`config.mk`:
```
export PLATFORM = sky130hd
export DESIGN_NAME = set_assoc_cache_fifo_lookup
export DESIGN_NICKNAME = d
export VERILOG_FILES = /design/src/hw/rtl/sacf_pkg.sv /design/src/hw/rtl/sacf_way_select.sv /design/src/hw/rtl/set_assoc_cache_fifo_lookup.sv
export SDC_FILE = /design/constraint.sdc
export NUM_CORES = 2
export LEC_CHECK = 0
export ABC_AREA = 0
export BUFFER_PORTS_ARGS = -buffer_cell sky130_fd_sc_hd__buf_2
export CORE_UTILIZATION = 45
export DETAILED_ROUTE_END_ITERATION = 7
export PLACE_DENSITY = 0.65
export SLEW_MARGIN = 20
export SYNTH_ARGS = -nofsm -noshare
export SYNTH_HDL_FRONTEND = slang
export SYNTH_SLANG_ARGS = --single-unit
export TNS_END_PERCENT = 10
```
`constraint.sdc`:
```
create_clock -name clk -period 18.25 [get_ports clk]
set_clock_uncertainty 0.2 [all_clocks]
set_input_delay 0 -clock clk [delete_from_list [all_inputs] [get_ports clk]]
set_output_delay 0 -clock clk [all_outputs]
set_load 0.02 [all_outputs]
```
`src/hw/rtl/sacf_pkg.sv`:
```
// Shared constants and types for the set-associative FIFO-replacement cache lookup.
`timescale 1ns / 1ps

package sacf_pkg;

	localparam int unsigned ADDR_W     = 32;
	localparam int unsigned SETS       = 16;
	localparam int unsigned WAYS       = 4;
	localparam int unsigned LINE_BYTES = 16;

	localparam int unsigned OFFSET_W = $clog2(LINE_BYTES);
	localparam int unsigned SET_W    = $clog2(SETS);
	localparam int unsigned WAY_W    = $clog2(WAYS);
	localparam int unsigned TAG_W    = 24;

	typedef logic [ADDR_W-1:0] addr_t;
	typedef logic [SET_W-1:0]  set_t;
	typedef logic [WAY_W-1:0]  way_t;
	typedef logic [TAG_W-1:0]  tag_t;
	typedef tag_t [WAYS-1:0]   tag_row_t;
	typedef logic [WAYS-1:0]   way_mask_t;

	typedef struct packed {
		logic hit;
		way_t way;
	} lookup_t;

endpackage

```
`src/hw/rtl/sacf_way_select.sv`:
```
// Tag compare across all ways of a set and choice of hit or fill way.
`timescale 1ns / 1ps

module sacf_way_select (
	input  sacf_pkg::tag_row_t  row,
	input  sacf_pkg::way_mask_t valid,
	input  sacf_pkg::tag_t      tag,
	input  sacf_pkg::way_t      victim,
	output sacf_pkg::lookup_t   result
);
	import sacf_pkg::*;

	way_mask_t match;
	logic      hit_found;
	way_t      hit_way;
	logic      free_found;
	way_t      free_way;

	always_comb begin
		for (int w = 0; w < WAYS; w++) begin
			match[w] = valid[w] && (row[w] == tag);
		end
	end

	// Lowest-numbered matching way, lowest-numbered invalid way.
	always_comb begin
		hit_found  = 1'b0;
		hit_way    = '0;
		free_found = 1'b0;
		free_way   = '0;
		for (int w = WAYS - 1; w >= 0; w--) begin
			if (match[w]) begin
				hit_found = 1'b1;
				hit_way   = WAY_W'(w);
			end
			if (!valid[w]) begin
				free_found = 1'b1;
				free_way   = WAY_W'(w);
			end
		end
	end

	always_comb begin
		result.hit = hit_found;
		if (hit_found) begin
			result.way = hit_way;
		end else if (free_found) begin
			result.way = free_way;
		end else begin
			result.way = victim;
		end
	end

endmodule

```
`src/hw/rtl/set_assoc_cache_fifo_lookup.sv`:
```
// Top level of the set-associative cache lookup with FIFO replacement.
`timescale 1ns / 1ps

// Cache tag lookup: each request carries a byte address; the line offset is
// dropped, the next bits pick one of SETS sets and the rest form the tag. The
// tag is compared against all WAYS ways of the set in parallel. A miss fills
// the first invalid way, or else the way named by the set's round-robin victim
// pointer (insertion order, hits do not refresh it), and the response reports
// the filled way. Throughput is one request per cycle while responses are taken;
// the tag RAM is read into stage 1 when a request is taken, then the compare
// result is written into the response register, held until taken. Tags live
// in a synchronous RAM with one row per set (one read and one write port);
// back-to-back requests to the same set are served by forwarding the row just
// written. Valid bits and victim pointers are flops cleared by reset, so no
// clearing pass is needed and the block takes requests right after reset. A
// stalled response holds the pipeline while at most one request waits behind it.

module set_assoc_cache_fifo_lookup (
	input  logic                 clk,
	input  logic                 arst_n,
	input  logic                 req_valid,
	output logic                 req_ready,
	input  sacf_pkg::addr_t      address,
	output logic                 rsp_valid,
	input  logic                 rsp_ready,
	output logic                 hit,
	output sacf_pkg::set_t       set_index,
	output sacf_pkg::tag_t       tag_value,
	output sacf_pkg::way_t       way_index
);
	import sacf_pkg::*;

	// tag RAM, one row holds all ways of a set
	tag_row_t  tag_mem [SETS];

	way_mask_t valid_q  [SETS];
	way_t      victim_q [SETS];

	// stage 1: request waiting for its tag row
	logic      vld_s1;
	set_t      set_s1;
	tag_t      tag_s1;
	tag_row_t  rd_row_s1;
	logic      fwd_s1;
	tag_row_t  fwd_row_s1;

	// response register
	logic      rsp_valid_q;
	logic      hit_q;
	set_t      set_q;
	tag_t      tag_q;
	way_t      way_q;

	logic      req_fire;
	logic      s1_fire;
	logic      wr_en;
	set_t      req_set;
	tag_t      req_tag;
	tag_row_t  cur_row;
	tag_row_t  wr_row;
	lookup_t   lkp;

	assign req_set = address[OFFSET_W +: SET_W];
	assign req_tag = address[OFFSET_W + SET_W +: TAG_W];

	assign s1_fire   = vld_s1 && (!rsp_valid_q || rsp_ready);
	assign req_ready = !vld_s1 || s1_fire;
	assign req_fire  = req_valid && req_ready;

	// the row written at the edge this request read the RAM is newer than the read
	assign cur_row = fwd_s1 ? fwd_row_s1 : rd_row_s1;

	sacf_way_select u_way_select (
		.row    (cur_row),
		.valid  (valid_q[set_s1]),
		.tag    (tag_s1),
		.victim (victim_q[set_s1]),
		.result (lkp)
	);

	assign wr_en = s1_fire && !lkp.hit;

	always_comb begin
		wr_row          = cur_row;
		wr_row[lkp.way] = tag_s1;
	end

	always_ff @(posedge clk) begin
		if (wr_en) begin
			tag_mem[set_s1] <= wr_row;
		end
		if (req_fire) begin
			rd_row_s1 <= tag_mem[req_set];
		end
	end

	always_ff @(posedge clk or negedge arst_n) begin
		if (!arst_n) begin
			for (int s = 0; s < SETS; s++) begin
				valid_q[s]  <= '0;
				victim_q[s] <= '0;
			end
		end else if (wr_en) begin
			valid_q[set_s1][lkp.way] <= 1'b1;
			victim_q[set_s1]         <= (lkp.way == WAY_W'(WAYS - 1)) ? '0 : lkp.way + 1'b1;
		end
	end

	always_ff @(posedge clk or negedge arst_n) begin
		if (!arst_n) begin
			vld_s1 <= 1'b0;
		end else if (req_fire) begin
			vld_s1 <= 1'b1;
		end else if (s1_fire) begin
			vld_s1 <= 1'b0;
		end
	end

	always_ff @(posedge clk) begin
		if (req_fire) begin
			set_s1     <= req_set;
			tag_s1     <= req_tag;
			fwd_s1     <= wr_en && (set_s1 == req_set);
			fwd_row_s1 <= wr_row;
		end
	end

	always_ff @(posedge clk or negedge arst_n) begin
		if (!arst_n) begin
			rsp_valid_q <= 1'b0;
		end else if (s1_fire) begin
			rsp_valid_q <= 1'b1;
		end else if (rsp_ready) begin
			rsp_valid_q <= 1'b0;
		end
	end

	always_ff @(posedge clk) begin
		if (s1_fire) begin
			hit_q <= lkp.hit;
			set_q <= set_s1;
			tag_q <= tag_s1;
			way_q <= lkp.way;
		end
	end

	assign rsp_valid = rsp_valid_q;
	assign hit       = hit_q;
	assign set_index = set_q;
	assign tag_value = tag_q;
	assign way_index = way_q;

endmodule

```
# After elaboration in Yosys (flattened, before gate mapping)
# Memories as Yosys holds them, arrays and structs flattened. A register that Yosys moved wholly into a read port is not among the register bits.
# Index checks and enable logic that the tools add are counted.
# totals
out_inout_bits,33
ram_bits,1536
word_cells,118
reg_bits,254
memories,1
in_bits,36
# memory_table
memory,depth,width,read_ports,rd_ports_with_merged_regs,write_ports,line,rtl
tag_mem,16,96,1,1,1,set_assoc_cache_fifo_lookup.sv:34,tag_row_t tag_mem [SETS];
# op_classes
order_cmp,4
muxes,42
n_bitwise,2
reduce_logical,17
eq_ne,6
n_addsub,1
# op_table
op,n
$bwmux 96,1
$eq 24x24->1,4
$mux 96,1
$or 64x64->64,1
$demux 24 s2,1
$bwmux 32,1
$mux 2,14
$mux 24,1
$bmux 4 s4,1
$demux 4 s4,1
$mux 1,15
$mux 4,3
$logic_and 1x1->1,10
$bmux 2 s4,1
$demux 2 s4,1
$ge 5x5->1 const B,1
$lt 5x1->1 const B,1
$not 4->5,1
$eq 4x4->1,1
$reduce_bool 2->1,2
$logic_not 1->1,3
$lt 2x3->1 const B,1
$add 2x1->2 const B,1
$demux 1 s2,1
other kinds (3),4

# Logic depth before layout (Yosys ltp)
# depth
depth_word,17
ltp_mapped,15
depth_no_buf,10

# Modules after synthesis
# A second synthesis with hierarchy kept.
# hier_totals
cells_unflattened,3288
hier_area_um2,72743.5
# modules_own_cells
mod,instances,area_per_inst_um2,cells_each
set_assoc_cache_fifo_lookup,1,71561.1,3139
sacf_way_select,1,1182.4,149

# Worst setup path after synthesis
# No wires, ideal clock.
# synth_timing
path_kind,register -> register
startpoint,"register rsp_valid_q, in the netlist rsp_valid"
endpoint,"register fwd_row_s1[0] (netlist bit), enable pin"
path_stages_with_launch,3
arrival_ps,5806
setup_time_ps,608
slack_ps,11636
period_less_slack_ps,6614
cell_sequence,dfrtp_1 nand3b_1 and2_1
# synth_between
elab_chain_cells,5
# synth_lines
item,line,rtl
"start, declared",set_assoc_cache_fifo_lookup.sv:48,logic rsp_valid_q;
"start signal, assigned",set_assoc_cache_fifo_lookup.sv:130,rsp_valid_q <= 1'b0;
"start signal, assigned",set_assoc_cache_fifo_lookup.sv:132,rsp_valid_q <= 1'b1;
"start signal, assigned",set_assoc_cache_fifo_lookup.sv:134,rsp_valid_q <= 1'b0;
$logic_not 1->1,set_assoc_cache_fifo_lookup.sv:66,assign s1_fire = vld_s1 && (!rsp_valid_q || rsp_ready);
$logic_or 1x1->1,set_assoc_cache_fifo_lookup.sv:66,
$logic_and 1x1->1,set_assoc_cache_fifo_lookup.sv:66,
$logic_or 1x1->1,set_assoc_cache_fifo_lookup.sv:67,assign req_ready = !vld_s1 || s1_fire;
net req_ready,set_assoc_cache_fifo_lookup.sv:22,"output logic req_ready,"
$logic_and 1x1->1,set_assoc_cache_fifo_lookup.sv:68,assign req_fire = req_valid && req_ready;
net req_fire,set_assoc_cache_fifo_lookup.sv:54,logic req_fire;
"end signal, assigned",set_assoc_cache_fifo_lookup.sv:124,fwd_row_s1 <= wr_row;
"end, declared",set_assoc_cache_fifo_lookup.sv:45,tag_row_t fwd_row_s1;
# The timed path passes the listed nets, and every way through them passes these cells.
# A chain may end at the register's enable or synchronous reset.

==> qor.csv <==
metric,value,unit
Final WS setup,10.87,ns
top post-synthesis cells by area,"edfxtp_1 73%, mux4_2 15%, dfrtp_1 3.4%",
Final Cycle Share,0.404,
nets@finish,3363,
# H-tree levels,4,
R2R setup slack,10.87,ns
setup TNS after final layout,0,ns
Die Wd,405,um
Post-synth EDFFs,1788,
met2 wire len,81400,um
crit path time final,7.38,ns
Rows,147,
leading area contributor after synthesis,edfxtp_1,
Syn Area/Cell,23.3,um^2
DR pass1 iterations,5,
P_leak,26.6,nW
clock root buffer master,clkbuf_16,
register area share after synthesis,0.767,
Async SR Flop Fraction,0.0520,
Post-Synth Simple-Gate Area,0.0107,
most common cell in the netlist,edfxtp_1,
reg2reg path depth,13,
CP Launch Type,flip-flop,
Die ar.,164000,um^2
Layout fillers,12300,
largest family of logic cells by synthesized area,multiplexers,
Clock Tree Buf Depth,3,
"IR drop worst, VDD",0.0813,mV
initial antenna violation count,2,
drt total wl,171000,um
synthesized instance count,3144,
Setup Viol. Count Final,0,
Worst setup EP type,flip-flop,
ys flop type,edfxtp_1,
gr usage total,0.211,
Syn Nets,3184,
RSZ-0062 raised after global routing,false,
Vias/cell,5.95,
I/O Buffers,64,
area delta synth->final,12.8,%
worst slew pin tran,1.17,ns
Synth Area in Compound Gates,0.00849,
CTS Sinks,1886,
max_slew headroom,0.222,
Adder-Cell Fraction of Synth Area,0.000684,
"CTS clk-pin slew, worst paths",0.06,ns
global-route wire length before repair,246000,um
Post-route DRC,0,
gr ovfl total,0,
CTS tree,done,
R2R Path End,tag_mem[10][46]$_DFFE_PP_,
Reg2Reg Launch Point,fwd_s1$_DFFE_PP_,
largest net degree at the start of global routing,144,
CP Max Fanout,30,
final slew viol count,0,
WHS Path Cells,2,
pre-CTS setup slack,10.53,ns
GP Congestion,0.880,
share of layout cells above drive strength 1,0.291,
Storage cell area,56100,um^2
Pwr Density,121,nW/um^2
Starting DRT DRC Count,4059,
Top Layer Used,met4,
Netlist cell types,41,
mux cell area share after synthesis,0.188,
XOR/XNOR share of the synthesized area,0.0120,
I/O pins,69,
multi-input logic area,16500,um^2
Setup CP Type,reg -> reg,
routed len/inst,30.3,um
top cell type's share of synthesized area,0.733,
DIE HEIGHT,405,um
HP Class,in -> reg,
DRT antenna net count,0,
status,completed,
worst endpoint data arrival time,7.67,ns
worst hold endpoint,set_s1[2]$_DFFE_PP_,
Yosys reg bits,1886,
Worst EP required,18.54,ns
FMAX,135,MHz
vias in the first global route,34000,
initial core utilization,0.455,
later-pin clock latency in the skew report,0.82,ns
commonest cells in the synthesized netlist,"1788 x edfxtp_1, 495 x mux4_2, 192 x mux2i_1",
hold path start,address[6],
vias,33500,
Fin. Hold Viols,0,
met3 wire len,13900,um
Max Cap Viol,0,
wl on met1,72400,um
Mapped Area,73200,um^2
CTS Buf Count,183,
Ys Warns,0,
Post-DP HPWL,87100,um
Core Footprint,161000,um^2
[per-layer routing]
layer | vias to the layer above | global-route usage
li1 | 13600 | -
met1 | 18300 | 0.306
met2 | 1416 | 0.329
met3 | 197 | 0.0430
met4 | 0 | 0.0510
met5 | - | 0
[timing repair]
item                                   4_1_cts  5_1_grt
resized for setup                            0        0
endpoints found under the hold margin      222        0
hold buffers                                61        0
buffers inserted                             0        0
[sequential cells by signal, summed over array words and instances, names as in the netlist]
name,count
tag_value,24
rsp_valid,1
fwd_row_s1,96
tag_mem,1536
fwd_s1,1
tag_s1,24
victim_q,32
way_index,2
set_index,4
set_s1,4
hit,1
valid_q,64
vld_s1,1
rd_row_s1,96
[report_power, final]
group          internal, W  switching [W]
sequential         0.00522      0.0000832
clock              0.00199        0.00157
combinational     0.000378       0.000712
[worst max path at each step]
| stage | startpoint | cells after the start | endpoint | slack, ns |
|---|---|---|---|---|
| finish | fwd_s1$_DFFE_PP_ | 13 | tag_mem[10][46]$_DFFE_PP_ | 10.87 |
| global route | fwd_s1$_DFFE_PP_ | 13 | tag_mem[8][34]$_DFFE_PP_ | 10.73 |
| CTS | fwd_s1$_DFFE_PP_ | 13 | tag_mem[13][46]$_DFFE_PP_ | 10.53 |
| detailed placement | fwd_s1$_DFFE_PP_ | 13 | tag_mem[7][28]$_DFFE_PP_ | 10.53 |
| global placement | fwd_s1$_DFFE_PP_ | 13 | tag_mem[14][50]$_DFFE_PP_ | 10.68 |
| floorplan | rsp_valid$_DFFE_PN0P_ | 2 | fwd_row_s1[0]$_DFFE_PP_ | 11.64 |
[placed cells by master (no fill, tap or decap), drive strengths merged]
cell            n
a221oi          5
nor4           50
mux2i         192
clkinv         81
o31ai           1
or2             1
mux2           32
and4            4
inv            31
nand3b          1
xnor2          96
clkbuf        238
dfrtp          98
diode           1
edfxtp       1788
mux4          505
dlygate4sd3    60
nor2           16
nor2b           3
and2            4
bufinv          7
a21o           64
clkinvlp        3
o21bai          1
ha              4
nor3           12
nand4           8
buf           126
nand2b          7
and3           13
a22o            6
xor2            4
nand2          12
[layout make-up]
type,instances,area share
repair buffers,186,0.0180
clock buffers,238,0.0594
diodes,1,0.0000303
flip-flops and latches,1886,0.680
clock inverters,97,0.00826
multi-input cells,1041,0.200
inverters,25,0.00114
well taps,2160,0.0327
[worst max-delay path: stages (launching register included)]
cell and delay [ns]:
edfxtp_1 0.34, buf_4 0.56, buf_4 0.71, mux2i_1 0.70, xnor2_1 0.23, nor4_1 0.30
nand4_1 0.12, nor3_1 0.49, o21bai_2 0.38, nor2b_1 0.24, nor2_1 0.33, ha_2 0.86
buf_4 0.70, mux2i_2 0.78
[kinds of logic after synthesis]
kind of cell | Yosys count
buffers and inverters | 217
AOI/OAI and AO/OA | 77
adders and majority gates | 4
and+or+nand+nor | 131
muxes | 729
xor gates and xnor gates | 100
DFF | 1886
[stage by stage]
stage | cells | instance area [um^2] | utilization | power [W] | hold slack [ns]
2_1_floorplan | 3144 | 73200 | - | 0.00604 | -0.496
3_3_place_gp | 5237 | 76000 | 0.472 | 0.00638 | -0.275
3_5_place_dp | 5237 | 76000 | 0.472 | 0.00643 | -0.271
4_1_cts | 5633 | 82200 | 0.511 | 0.00996 | 0.136
5_1_grt | 5633 | 82600 | 0.513 | 0.0102 | 0.164
6_report | 5634 | 82600 | 0.513 | 0.00995 | 0.153
Power figures use the tool's default switching activity.
